**src/etd_pkg.sv**
```systemverilog
// shared types and constants for the esc telemetry frame decoder
// no dependencies; used by etd_window, etd_crc8 and the top level
package etd_pkg;

    localparam int FRAME_LEN   = 10;
    localparam int COUNT_W     = 7;
    localparam int COUNT_LIMIT = 128;
    localparam logic [7:0] CRC_POLY = 8'h07;

    // status codes on the result channel
    localparam logic [1:0] STATUS_NOT_READY = 2'd0;
    localparam logic [1:0] STATUS_MISMATCH  = 2'd1;
    localparam logic [1:0] STATUS_DECODED   = 2'd2;

    // ten most recent bytes, index 0 is the oldest
    typedef logic [FRAME_LEN-1:0][7:0] frame_bytes_t;

    // front stage to result stage
    typedef struct packed {
        logic         valid;
        logic         full;
        frame_bytes_t bytes;
    } front_t;

endpackage

```
**src/etd_crc8.sv**
```systemverilog
// crc-8 check of one ten-byte frame window
// depends on etd_pkg
module etd_crc8 (
    input  etd_pkg::frame_bytes_t frame_bytes,
    output logic                  crc_match
);

    // one byte through crc-8, msb first
    function automatic logic [7:0] crc8_byte(input logic [7:0] crc, input logic [7:0] b);
        logic [7:0] c;
        c = crc ^ b;
        for (int k = 0; k < 8; k++) begin
            if (c[7]) begin
                c = {c[6:0], 1'b0} ^ etd_pkg::CRC_POLY;
            end else begin
                c = {c[6:0], 1'b0};
            end
        end
        return c;
    endfunction

    logic [7:0] crc_acc;

    // run over the first nine bytes and compare with the check byte
    always_comb begin
        crc_acc = 8'h00;
        for (int i = 0; i < etd_pkg::FRAME_LEN - 1; i++) begin
            crc_acc = crc8_byte(crc_acc, frame_bytes[i]);
        end
        crc_match = (crc_acc == frame_bytes[etd_pkg::FRAME_LEN-1]);
    end

endmodule

```
**src/etd_window.sv**
```systemverilog
// input stage: byte window shift line, wrapping fill count, stage valid
// depends on etd_pkg
module etd_window #(
    parameter int RING_DEPTH = 16
) (
    input  logic            aclk,
    input  logic            aresetn,
    input  logic            s_valid,
    output logic            s_ready,
    input  logic            s_func,
    input  logic [7:0]      s_rx_byte,
    input  logic            advance,
    output etd_pkg::front_t front
);

    localparam logic [etd_pkg::COUNT_W-1:0] COUNT_WRAP =
        etd_pkg::COUNT_W'(RING_DEPTH + (etd_pkg::COUNT_LIMIT % RING_DEPTH));

    logic                          valid_reg;
    logic [etd_pkg::COUNT_W-1:0]   count_reg;
    logic [etd_pkg::COUNT_W-1:0]   count_next;
    logic [etd_pkg::COUNT_W:0]     count_inc;
    etd_pkg::frame_bytes_t         window_reg;
    logic                          accept;

    assign s_ready = !valid_reg || advance;
    assign accept  = s_valid && s_ready;

    // fill count: clear, or count up and fold back past the limit
    always_comb begin
        count_inc = {1'b0, count_reg} + 1'b1;
        if (s_func) begin
            count_next = '0;
        end else if (count_inc[etd_pkg::COUNT_W]) begin
            count_next = COUNT_WRAP;
        end else begin
            count_next = count_inc[etd_pkg::COUNT_W-1:0];
        end
    end

    // control state
    always_ff @(posedge aclk) begin
        if (!aresetn) begin
            valid_reg <= 1'b0;
            count_reg <= '0;
        end else begin
            if (accept) begin
                count_reg <= count_next;
            end
            if (accept) begin
                valid_reg <= 1'b1;
            end else if (advance) begin
                valid_reg <= 1'b0;
            end
        end
    end

    // shift line of the most recent bytes
    always_ff @(posedge aclk) begin
        if (accept && !s_func) begin
            for (int i = 0; i < etd_pkg::FRAME_LEN - 1; i++) begin
                window_reg[i] <= window_reg[i+1];
            end
            window_reg[etd_pkg::FRAME_LEN-1] <= s_rx_byte;
        end
    end

    assign front.valid = valid_reg;
    assign front.full  = (count_reg >= etd_pkg::COUNT_W'(etd_pkg::FRAME_LEN));
    assign front.bytes = window_reg;

endmodule

```
**src/esc_telemetry_frame_decoder.sv**
```systemverilog
// top level of the esc telemetry frame decoder: result stage and held values
// depends on etd_pkg, etd_window and etd_crc8
// an accepted input word is registered in the byte window stage, then in the result register
// throughput: one word per cycle while m_ready does not stall the result stage; the crc over nine bytes is one
// combinational pass between the byte window register and the result register
// reset: synchronous active-low aresetn clears fill count, valids and held values
module esc_telemetry_frame_decoder #(
    parameter int RING_DEPTH = 16
) (
    input  logic        aclk,
    input  logic        aresetn,
    input  logic        s_valid,
    output logic        s_ready,
    input  logic        s_func,
    input  logic [7:0]  s_rx_byte,
    output logic        m_valid,
    input  logic        m_ready,
    output logic [1:0]  m_status,
    output logic [7:0]  m_temperature_c,
    output logic [15:0] m_voltage_centivolts,
    output logic [15:0] m_current_centiamps,
    output logic [15:0] m_consumption_mah,
    output logic [15:0] m_erpm_hundreds,
    output logic [7:0]  m_frame_check
);

    etd_pkg::front_t front;
    logic            advance;
    logic            crc_match;

    logic            m_valid_reg;
    logic [1:0]      status_reg;
    logic [1:0]      status_next;
    logic [7:0]      temp_reg;
    logic [15:0]     volt_reg;
    logic [15:0]     curr_reg;
    logic [15:0]     cons_reg;
    logic [15:0]     erpm_reg;
    logic [7:0]      check_reg;
    logic            load_held;

    assign advance = !m_valid_reg || m_ready;

    etd_window #(
        .RING_DEPTH(RING_DEPTH)
    ) u_window (
        .aclk      (aclk),
        .aresetn   (aresetn),
        .s_valid   (s_valid),
        .s_ready   (s_ready),
        .s_func    (s_func),
        .s_rx_byte (s_rx_byte),
        .advance   (advance),
        .front     (front)
    );

    etd_crc8 u_crc8 (
        .frame_bytes (front.bytes),
        .crc_match   (crc_match)
    );

    // frame verdict
    always_comb begin
        if (!front.full) begin
            status_next = etd_pkg::STATUS_NOT_READY;
        end else if (!crc_match) begin
            status_next = etd_pkg::STATUS_MISMATCH;
        end else begin
            status_next = etd_pkg::STATUS_DECODED;
        end
    end

    assign load_held = advance && front.valid && front.full && crc_match;

    // result valid
    always_ff @(posedge aclk) begin
        if (!aresetn) begin
            m_valid_reg <= 1'b0;
        end else if (advance) begin
            m_valid_reg <= front.valid;
        end
    end

    // status word
    always_ff @(posedge aclk) begin
        if (advance && front.valid) begin
            status_reg <= status_next;
        end
    end

    // held telemetry, replaced by each good frame
    always_ff @(posedge aclk) begin
        if (!aresetn) begin
            temp_reg  <= '0;
            volt_reg  <= '0;
            curr_reg  <= '0;
            cons_reg  <= '0;
            erpm_reg  <= '0;
            check_reg <= '0;
        end else if (load_held) begin
            temp_reg  <= front.bytes[0];
            volt_reg  <= {front.bytes[1], front.bytes[2]};
            curr_reg  <= {front.bytes[3], front.bytes[4]};
            cons_reg  <= {front.bytes[5], front.bytes[6]};
            erpm_reg  <= {front.bytes[7], front.bytes[8]};
            check_reg <= front.bytes[9];
        end
    end

    assign m_valid              = m_valid_reg;
    assign m_status             = status_reg;
    assign m_temperature_c      = temp_reg;
    assign m_voltage_centivolts = volt_reg;
    assign m_current_centiamps  = curr_reg;
    assign m_consumption_mah    = cons_reg;
    assign m_erpm_hundreds      = erpm_reg;
    assign m_frame_check        = check_reg;

    // a clear word leaves the window not full
    a_clear_empties: assert property (@(posedge aclk) disable iff (!aresetn)
        s_valid && s_ready && s_func |=> front.valid && !front.full)
        else $error("clear word did not empty the fill count");

    // held values only move together with a decoded result
    a_held_on_decode: assert property (@(posedge aclk) disable iff (!aresetn)
        !$stable(check_reg) || !$stable(volt_reg) |->
            m_valid_reg && status_reg == etd_pkg::STATUS_DECODED)
        else $error("held telemetry changed without a decoded frame");

    // a word leaving the front stage always lands in the result register
    a_front_to_result: assert property (@(posedge aclk) disable iff (!aresetn)
        front.valid && advance |=> m_valid_reg)
        else $error("word lost between front and result stage");

endmodule

```
**config.mk**
```make
export PLATFORM = sky130hd
export DESIGN_NAME = esc_telemetry_frame_decoder
export DESIGN_NICKNAME = d
export VERILOG_FILES = /design/src/etd_pkg.sv /design/src/etd_crc8.sv /design/src/etd_window.sv /design/src/esc_telemetry_frame_decoder.sv
export SDC_FILE = /design/constraint.sdc
export NUM_CORES = 1
export LEC_CHECK = 0
export BUFFER_PORTS_ARGS = -buffer_cell sky130_fd_sc_hd__clkbuf_2
export CAP_MARGIN = 5
export CORE_MARGIN = 1
export CORE_UTILIZATION = 40
export CTS_CLUSTER_SIZE = 25
export DETAILED_ROUTE_END_ITERATION = 10
export SLEW_MARGIN = 20
export SYNTH_ARGS = -nofsm -noshare
export SYNTH_HDL_FRONTEND = slang
export SYNTH_SLANG_ARGS = --single-unit
```
**constraint.sdc**
```tcl
create_clock -name aclk -period 8.4 [get_ports aclk]
set_input_delay 0.42 -clock aclk [delete_from_list [all_inputs] [get_ports aclk]]
set_output_delay 0.42 -clock aclk [all_outputs]
set_load 0.01 [all_outputs]
```
==> results of run 1 <==
worst max-delay path by stage:
stage | end | from | slack (ns) | cells after the start
after floorplan | u_window.count_reg[1] | m_valid | 3.09 | 7
after global placement | m_consumption_mah[14] | u_window.front[14] | 2.69 | 14
after detailed placement | m_current_centiamps[9] | u_window.front[14] | 2.62 | 14
after CTS | m_current_centiamps[9] | u_window.front[14] | 2.56 | 14
after global routing | m_current_centiamps[4] | u_window.front[14] | 2.12 | 14
final | m_current_centiamps[9] | u_window.front[14] | 2.60 | 14
metal layers:
metal | share of wire | track usage
met1 | 0.46 | 0.205
met2 | 0.50 | 0.287
met3 | 0.032 | 0.0371
met4 | 0.0068 | 0.0404
met5 | 0 | 0
per-stage QoR:
stage                     utilization  std cells  setup WS, ns  hold WS (ns)
after detailed placement        0.441       1053          2.62         0.445
after floorplan                     -        702          3.09         0.452
final                           0.467       1085          2.60         0.161
after global placement          0.441       1053          2.69         0.441
after CTS                       0.467       1085          2.56         0.143
after global routing            0.467       1085          2.12         0.137
final cells by class:
type | instances | area [um2] | share of cell area
timing repair buffer | 100 | 513 | 0.0497
inverter | 1 | 3.75 | 0.000364
sequential | 171 | 4240 | 0.411
tap | 280 | 350 | 0.0340
clock buffer | 20 | 479 | 0.0465
clock inverter | 12 | 96.3 | 0.00934
multi-input combinational | 501 | 4630 | 0.449
cell usage in the layout (no fill, tap or decap), drive strengths merged, types with 2 or more instances in the layout:
cell,instances
a21boi,3
a21oi,4
a31oi,2
and2,2
and3,2
buf,5
clkbuf,115
clkinv,3
dfxtp,89
edfxtp,82
ha,2
inv,9
mux2i,81
nand2,170
nand3,2
nor2,7
nor2b,5
o21ai,8
xnor2,96
xnor3,61
xor2,35
xor3,8
cell families after synthesis:
group	share of synthesized area
AO/OA/AOI/OAI	0.0144
XOR/XNOR	0.312
adder cells (fa/ha/maj)	0.00275
buffers and inverters	0.0279
flip-flops	0.466
multiplexers	0.0891
AND/OR/NAND/NOR	0.0873
worst reg2reg max path: cells and delay by family (launching register included):
kind	cells	cell delay (ns)
flip-flops	1	0.54
buffers and inverters	1	0.57
XOR/XNOR	9	3.59
AO/OA/AOI/OAI	1	0.20
AND/OR/NAND/NOR	2	0.49
multiplexers	1	0.33
synthesized netlist by cell type (all sizes together), types with 7 or more instances:
master and count:
buf 10, clkbuf 19, dfxtp 89, edfxtp 82, mux2i 81, nand2 170, nor2 7, o21ai 8
xnor2 96, xnor3 61, xor2 35, xor3 8
==> results.yml, run 1 <==
status:
  status: "finished, final reports clean"
cells_and_area:
  largest_reg_flops: 80
  final_area_um2: 10300
  layout.nets: 807
  diodes: 0
  filler_cell_count: 2027
  drive_above_1_share: 0.200
  area_delta_synth_final_pct: 13.3
hold_path:
  min_path_cells: 1
  whs_endpoint: "u_window.front[72]"
  hp-class: "in2reg"
  min_from: "s_rx_byte[0]"
clock_tree:
  tritoncts: "done"
  cts_setup_buffers: 0
  clkSlewWorstSetupHoldPaths_ns: 0.07
  hold_buffers: 0
  ctsResizeCount: 0
  cts_sinks: 171
  cts_made_buffers: 17
  clkLatencyLatePin_ns: 0.43
  cts_buffer_depth: 2
  htreeDepth: 4
  clockRootBuffer: "clkbuf_16"
sta:
  setup_viol: 0
  finClkSkew_ns: 0.0113
  slew_violations: 0
  grt_setup_unrepaired: "false"
  fin_crit_sh: 0.691
  slew_headroom: 0.309
  worst_pin_slew_ns: 1.03
  finalSetupTns_ns: 0
  hold_viol: 0
  period_needed_ns: 5.80
  max_freq_mhz: 172
critical_path:
  r2r_end: "m_current_centiamps[9]"
  path_cells: "xnor2_1 > xnor3_1 > xnor2_1 > xnor2_1 > xnor3_1 > xor2_1 > xnor3_1 > xnor3_2 > xnor3_1 > nor3_1 > o2111ai_1 > nor4bb_4 > buf_4 > mux2i_1"
  slowest_stage: "xnor3_1"
  worstPathRequired_ns: 8.75
  max_stage_delay_ns: 0.64
  cp.arrival_ns: 6.15
  end_kind: "register"
  critPathTopFamily: "XOR/XNOR gates"
  critPathKind: "reg2reg"
  critPathBufInv: 1
  cp_common_cell: "xnor3_1"
  reg2reg_from: "u_window.front[14]"
  crit_path_max_fanout: 39
  startpoint_type: "register"
  rrSetupSlack_ns: 2.60
  r2r_cells: 14
synthesis:
  synth_area_um2: 9100
  avgSynthCellArea_um2: 13.0
  netlist-cell-type-count: 42
  synth_edf_count: 82
  synth-async-reset-ratio: 0
  ys.flop_type: "dfxtp_1"
  synthTopCellsByArea: "edfxtp_1, dfxtp_1, xnor3_1"
  ys_seq_elements: 171
  synthCells: 702
  syn-num-nets: 717
  yosysWarningCount: 0
  synth_top_area_frac: 0.270
  synth_area_leader_cell: "edfxtp_1"
  yosysSeqAreaShare: 0.466
placed_design:
  io_buffers: 96
  place_congestion: 0.799
  hpwl_um: 12900
  dpl_cell_area_um2: 9740
floorplan:
  die_w_um: 153
  core_um2: 22100
  core.rowCount: 54
  dieHeight_um: 153
  start_util: 0.412
  pin_count: 97
  die-area_um2: 23400
route:
  vias: 5132
  drt_wl_total_um: 18200
  drtAntennaViolNets: 0
  drtIter0Drc: 335
  drc_errors: 0
  via_per_inst: 4.73
  first_pass_iters: 4
  post_drt_wl_per_cell_um: 16.8
grt:
  grt_pass1_wl_um: 29400
  grt_pass1_vias: 5254
  grt_overflow: 0
  grtUsageTotal: 0.164
  antenna_found_initial: 0
  grt_max_degree: 94
flow_run:
  cap_violations: 0
Power of run 1 is not shown: default switching activity piles up to over one toggle a cycle in this logic, so the estimate is an artifact.
==> inputs of run 2 (changes only) <==
Clock period 8.4 ns to 5.6 ns, I/O delays scaled along.
==> run 2 against run 1 <==
Compared with the run above:
- global-route usage shrank 0.15 points
- cell count grew 3.9%
- via count grew 3.5%
- maximum frequency up 7.0%
- design area is 4.6% higher
- utilization grew 2.2 points
- first-iteration DRC count shrank 32%
- routed wire length rose by 2.9%
- clock skew increased by 0.0074 ns
- clock-buffer cell count down 2
- sequential share of layout area fell by 1.8 points
- critical path type unchanged
- highest routed layer unchanged
==> results.yml, run 2 (synthesized netlist as in run 1, its figures left out) <==
hold_path:
  min_from: "s_rx_byte[2]"
  whs_endpoint: "u_window.front[74]"
  hp-class: "in2reg"
  min_path_cells: 1
grt:
  grt_pass1_wl_um: 29000
  antenna_found_initial: 0
  grt_overflow: 0
  grtUsageTotal: 0.163
  grt_pass1_vias: 5239
  grt_max_degree: 93
critical_path:
  r2r_end: "m_current_centiamps[10]"
  cp.arrival_ns: 5.78
  critPathKind: "reg2reg"
  cp_common_cell: "xnor3_2"
  reg2reg_from: "u_window.front[10]"
  startpoint_type: "register"
  end_kind: "register"
  slowest_stage: "edfxtp_1"
  worstPathRequired_ns: 5.96
  path_cells: "xnor2_2 > xnor3_2 > xnor3_2 > xor3_2 > xnor3_2 > xnor2_2 > xnor3_2 > xnor3_2 > xnor3_1 > nor3_2 > o2111ai_2 > nor4bb_4 > buf_4 > buf_4 > buf_12 > mux2i_1"
  rrSetupSlack_ns: 0.18
  crit_path_max_fanout: 18
  max_stage_delay_ns: 0.50
  r2r_cells: 16
route:
  drtAntennaViolNets: 0
  drt_wl_total_um: 18700
  via_per_inst: 4.71
  post_drt_wl_per_cell_um: 16.6
  vias: 5312
  first_pass_iters: 4
  drtIter0Drc: 227
  drc_errors: 0
cells_and_area:
  layout.nets: 849
  drive_above_1_share: 0.251
  mostFrequentLayoutCell: "nand2_1"
  mostFrequentLayoutCells: "nand2_1, clkbuf_2, dfxtp_1"
  diodes: 0
  regArea_um2: 4240
  largest_reg_flops: 80
  multiInputGateArea_um2: 4720
  area_delta_synth_final_pct: 18.6
  filler_cell_count: 1988
sta:
  max_freq_mhz: 184
  finClkSkew_ns: 0.0187
  slew_violations: 0
  setup_viol: 0
  timing.final.ws_setup_ns: 0.177
  period_needed_ns: 5.42
  worst_pin_slew_ns: 0.853
  hold_viol: 0
  finalSetupTns_ns: 0
  fin_crit_sh: 0.968
  slew_headroom: 0.431
floorplan:
  die-area_um2: 23400
  pin_count: 97
  die_w_um: 153
  dieHeight_um: 153
  core.rowCount: 54
  start_util: 0.412
  core_um2: 22100
flow_run:
  cap_violations: 0
placed_design:
  io_buffers: 96
  post-place-ws_ns: 0.0611
  hpwl_um: 13100
  place_congestion: 0.808
clock_tree:
  clockRootBuffer: "clkbuf_16"
  cts_made_buffers: 17
  clkSlewWorstSetupHoldPaths_ns: 0.07
  cts_buffer_depth: 2
  clkLatencyLatePin_ns: 0.44
  htreeDepth: 4
  cts_sinks: 171
  tritoncts: "done"
status:
  status: "finished, final reports clean"
-- run 2: cell types whose count changed in the layout (fill, tap and decap cells not counted), moves of 3 or more --
| cell | previous run | this run |
|---|---|---|
| buf_4 | 5 | 39 |
| dlygate4sd3_1 | 0 | 4 |
| inv_8 | 1 | 4 |
| xnor2_2 | 12 | 16 |
| xnor3_1 | 49 | 46 |
| xnor3_2 | 12 | 15 |
| xnor2_1 | 83 | 77 |
-- run 2: per-stage QoR --
step | instance area, um2 | hold WS, ns | instances | util
CTS | 10500 | 0.00162 | 1106 | 0.476
finish | 10800 | 0.0210 | 1127 | 0.489
detailed placement | 9910 | 0.445 | 1072 | 0.448
global placement | 9910 | 0.443 | 1072 | 0.448
global route | 10800 | 0.00336 | 1127 | 0.489
floorplan | 9100 | 0.379 | 702 | -
-- run 2: worst max path at each step --
stage	from	endpoint	cells after the start	slack [ns]
final	u_window.front[10]	m_current_centiamps[10]	16	0.18
after global routing	u_window.front[10]	m_voltage_centivolts[5]	18	-0.03
after CTS	u_window.front[1]	m_current_centiamps[11]	14	0.03
after detailed placement	u_window.front[1]	m_erpm_hundreds[4]	14	0.06
after global placement	u_window.front[1]	m_erpm_hundreds[12]	14	0.1
after floorplan	m_valid	u_window.count_reg[1]	7	0.29
-- run 2: timing repair --
item	CTS	global route
gates resized for setup	0	15
endpoints found under the setup margin	0	80
buffers inserted	0	17
hold endpoints to repair	2	2
hold buffers	2	2
-- run 2: critical path, delay by kind of cell, from the launching register on --
| kind | cells | cell delay [ns] |
|---|---|---|
| mux | 1 | 0.18 |
| compound gates | 1 | 0.17 |
| simple gates | 2 | 0.49 |
| xor+xnor | 9 | 3.45 |
| flops | 1 | 0.50 |
| buf+inv | 3 | 0.54 |
-- run 2: area by class of cell --
class | instances | share of cell area
multi-input cells | 501 | 0.437
flip-flops and latches | 171 | 0.393
repair buffers | 142 | 0.0826
clock buffers | 18 | 0.0407
well taps | 280 | 0.0325
clock inverters | 14 | 0.0136
inverters | 1 | 0.000348
-- run 2: routing by layer --
metal / routed length, um / GRT usage
met1: 8570 / 0.205
met2: 9370 / 0.279
met3: 481 / 0.0354
met4: 272 / 0.0505
met5: 0 / 0
Power of run 2 is left out for the same reason.
==> inputs of run 3 (changes only) <==
Settings changed: SETUP_SLACK_MARGIN set to 0.5.
==> run 3 against run 2 <==
Compared with the run above:
- die area did not move
- register-to-register slack improved by 0.16 ns
- maximum frequency rose by 3.1%
- highest routed layer unchanged
- flip-flop and latch count did not move
- clock skew fell by 0.0070 ns
- critical path type unchanged
==> results.yml, run 3 (synthesized netlist as in run 1, its figures left out) <==
route:
  post_drt_wl_per_cell_um: 17.6
  drt_wl_total_um: 21100
  drtIter0Drc: 352
  via_per_inst: 4.73
  first_pass_iters: 4
  drtAntennaViolNets: 0
  drc_errors: 0
  vias: 5684
cells_and_area:
  mostFrequentLayoutCells: "nand2_1, buf_4, clkbuf_2"
  fin_cells: 1201
  largest_reg_flops: 80
  area_delta_synth_final_pct: 30.5
  final_area_um2: 11900
  drive_above_1_share: 0.353
  diodes: 0
  layout.nets: 923
  mostFrequentLayoutCell: "nand2_1"
sta:
  slew_violations: 0
  hold_viol: 0
  setup_viol: 0
  max_freq_mhz: 190
  worst_pin_slew_ns: 0.894
  timing.final.ws_setup_ns: 0.342
  fin_crit_sh: 0.939
  finalSetupTns_ns: 0
  slew_headroom: 0.404
  grt_setup_unrepaired: "true"
  finClkSkew_ns: 0.0117
  period_needed_ns: 5.26
floorplan:
  die-area_um2: 23400
  start_util: 0.412
  core.rowCount: 54
  die_w_um: 153
  dieHeight_um: 153
  core_um2: 22100
  pin_count: 97
placed_design:
  io_buffers: 96
  dpl_cell_area_um2: 9920
  post-place-ws_ns: 0.0402
  place_congestion: 0.805
  hpwl_um: 13100
  place_inst: 1070
status:
  status: "finished, final reports clean"
clock_tree:
  clockRootBuffer: "clkbuf_16"
  htreeDepth: 4
  clkSlewWorstSetupHoldPaths_ns: 0.07
  cts_made_buffers: 17
  cts_buffer_depth: 2
  clkLatencyLatePin_ns: 0.43
  cts_sinks: 171
  tritoncts: "done"
critical_path:
  critPathKind: "reg2reg"
  startpoint_type: "register"
  worstPathRequired_ns: 5.95
  end_kind: "register"
  cp.arrival_ns: 5.61
  crit_path_max_fanout: 7
grt:
  grt_pass1_wl_um: 32300
  grt_pass1_vias: 5714
  antenna_found_initial: 0
  grt_max_degree: 91
  grt_overflow: 0
  grtUsageTotal: 0.181
hold_path:
  hp-class: "in2reg"
flow_run:
  cap_violations: 0
==> run 3: worst max-delay path, stage by stage, from the launching register on <==
cell and delay (ns):
edfxtp_1 0.43, buf_4 0.18, xnor2_1 0.14, buf_4 0.16, xnor3_1 0.27, buf_4 0.16, xnor3_2 0.26, xnor3_2 0.43
buf_6 0.15, buf_4 0.13, xnor2_2 0.12, xnor3_2 0.31, xnor3_1 0.39, xnor3_2 0.29, xnor3_1 0.34, and3_1 0.20
o2111ai_2 0.18, nor4bb_4 0.37, buf_6 0.20, buf_6 0.11, buf_12 0.13, mux2i_2 0.20
==> run 3: path summary, 6_finish.rpt <==
kind / slack (ns) / depth (start not counted) / startpoint / end
setup / recovery: 0.34 / 21 / u_window.front[14] / m_current_centiamps[4]
setup reg to reg: 0.34 / 21 / u_window.front[14] / m_current_centiamps[4]
hold reg to reg: 0.46 / 2 / m_voltage_centivolts[7] / m_voltage_centivolts[7]
hold / removal: 0.02 / 1 / s_rx_byte[5] / u_window.front[77]
==> run 3: routing by layer <==
layer	vias up	GRT usage	wire length [um]
li1	2806	-	-
met1	2763	0.227	9410
met2	103	0.316	10900
met3	12	0.0369	586
met4	0	0.0524	183
met5	-	0	0
==> run 3: area by class of cell <==
type,count,area [um2]
Inverter,1,3.75
Fill cell,1850,10200
Multi-Input combinational cell,501,5060
Tap cell,280,350
Clock inverter,13,126
Clock buffer,19,454
Timing Repair Buffer,216,1640
Sequential cell,171,4240
==> run 3: repair_timing <==
action	4_1_cts	5_1_grt
endpoints found under the setup margin	82	81
resized for setup	52	27
cloned	2	5
setup buffers	74	16
hold buffers	1	1
endpoints found under the hold margin	1	1
pin swaps	44	14
==> run 3: per-stage QoR <==
step / utilization / hold slack [ns]
after detailed placement: 0.449 / 0.446
after global routing: 0.538 / 0.00204
after global placement: 0.449 / 0.442
after floorplan: - / 0.379
final: 0.538 / 0.0202
after CTS: 0.520 / 0.000184
Power of run 3 is left out for the same reason.
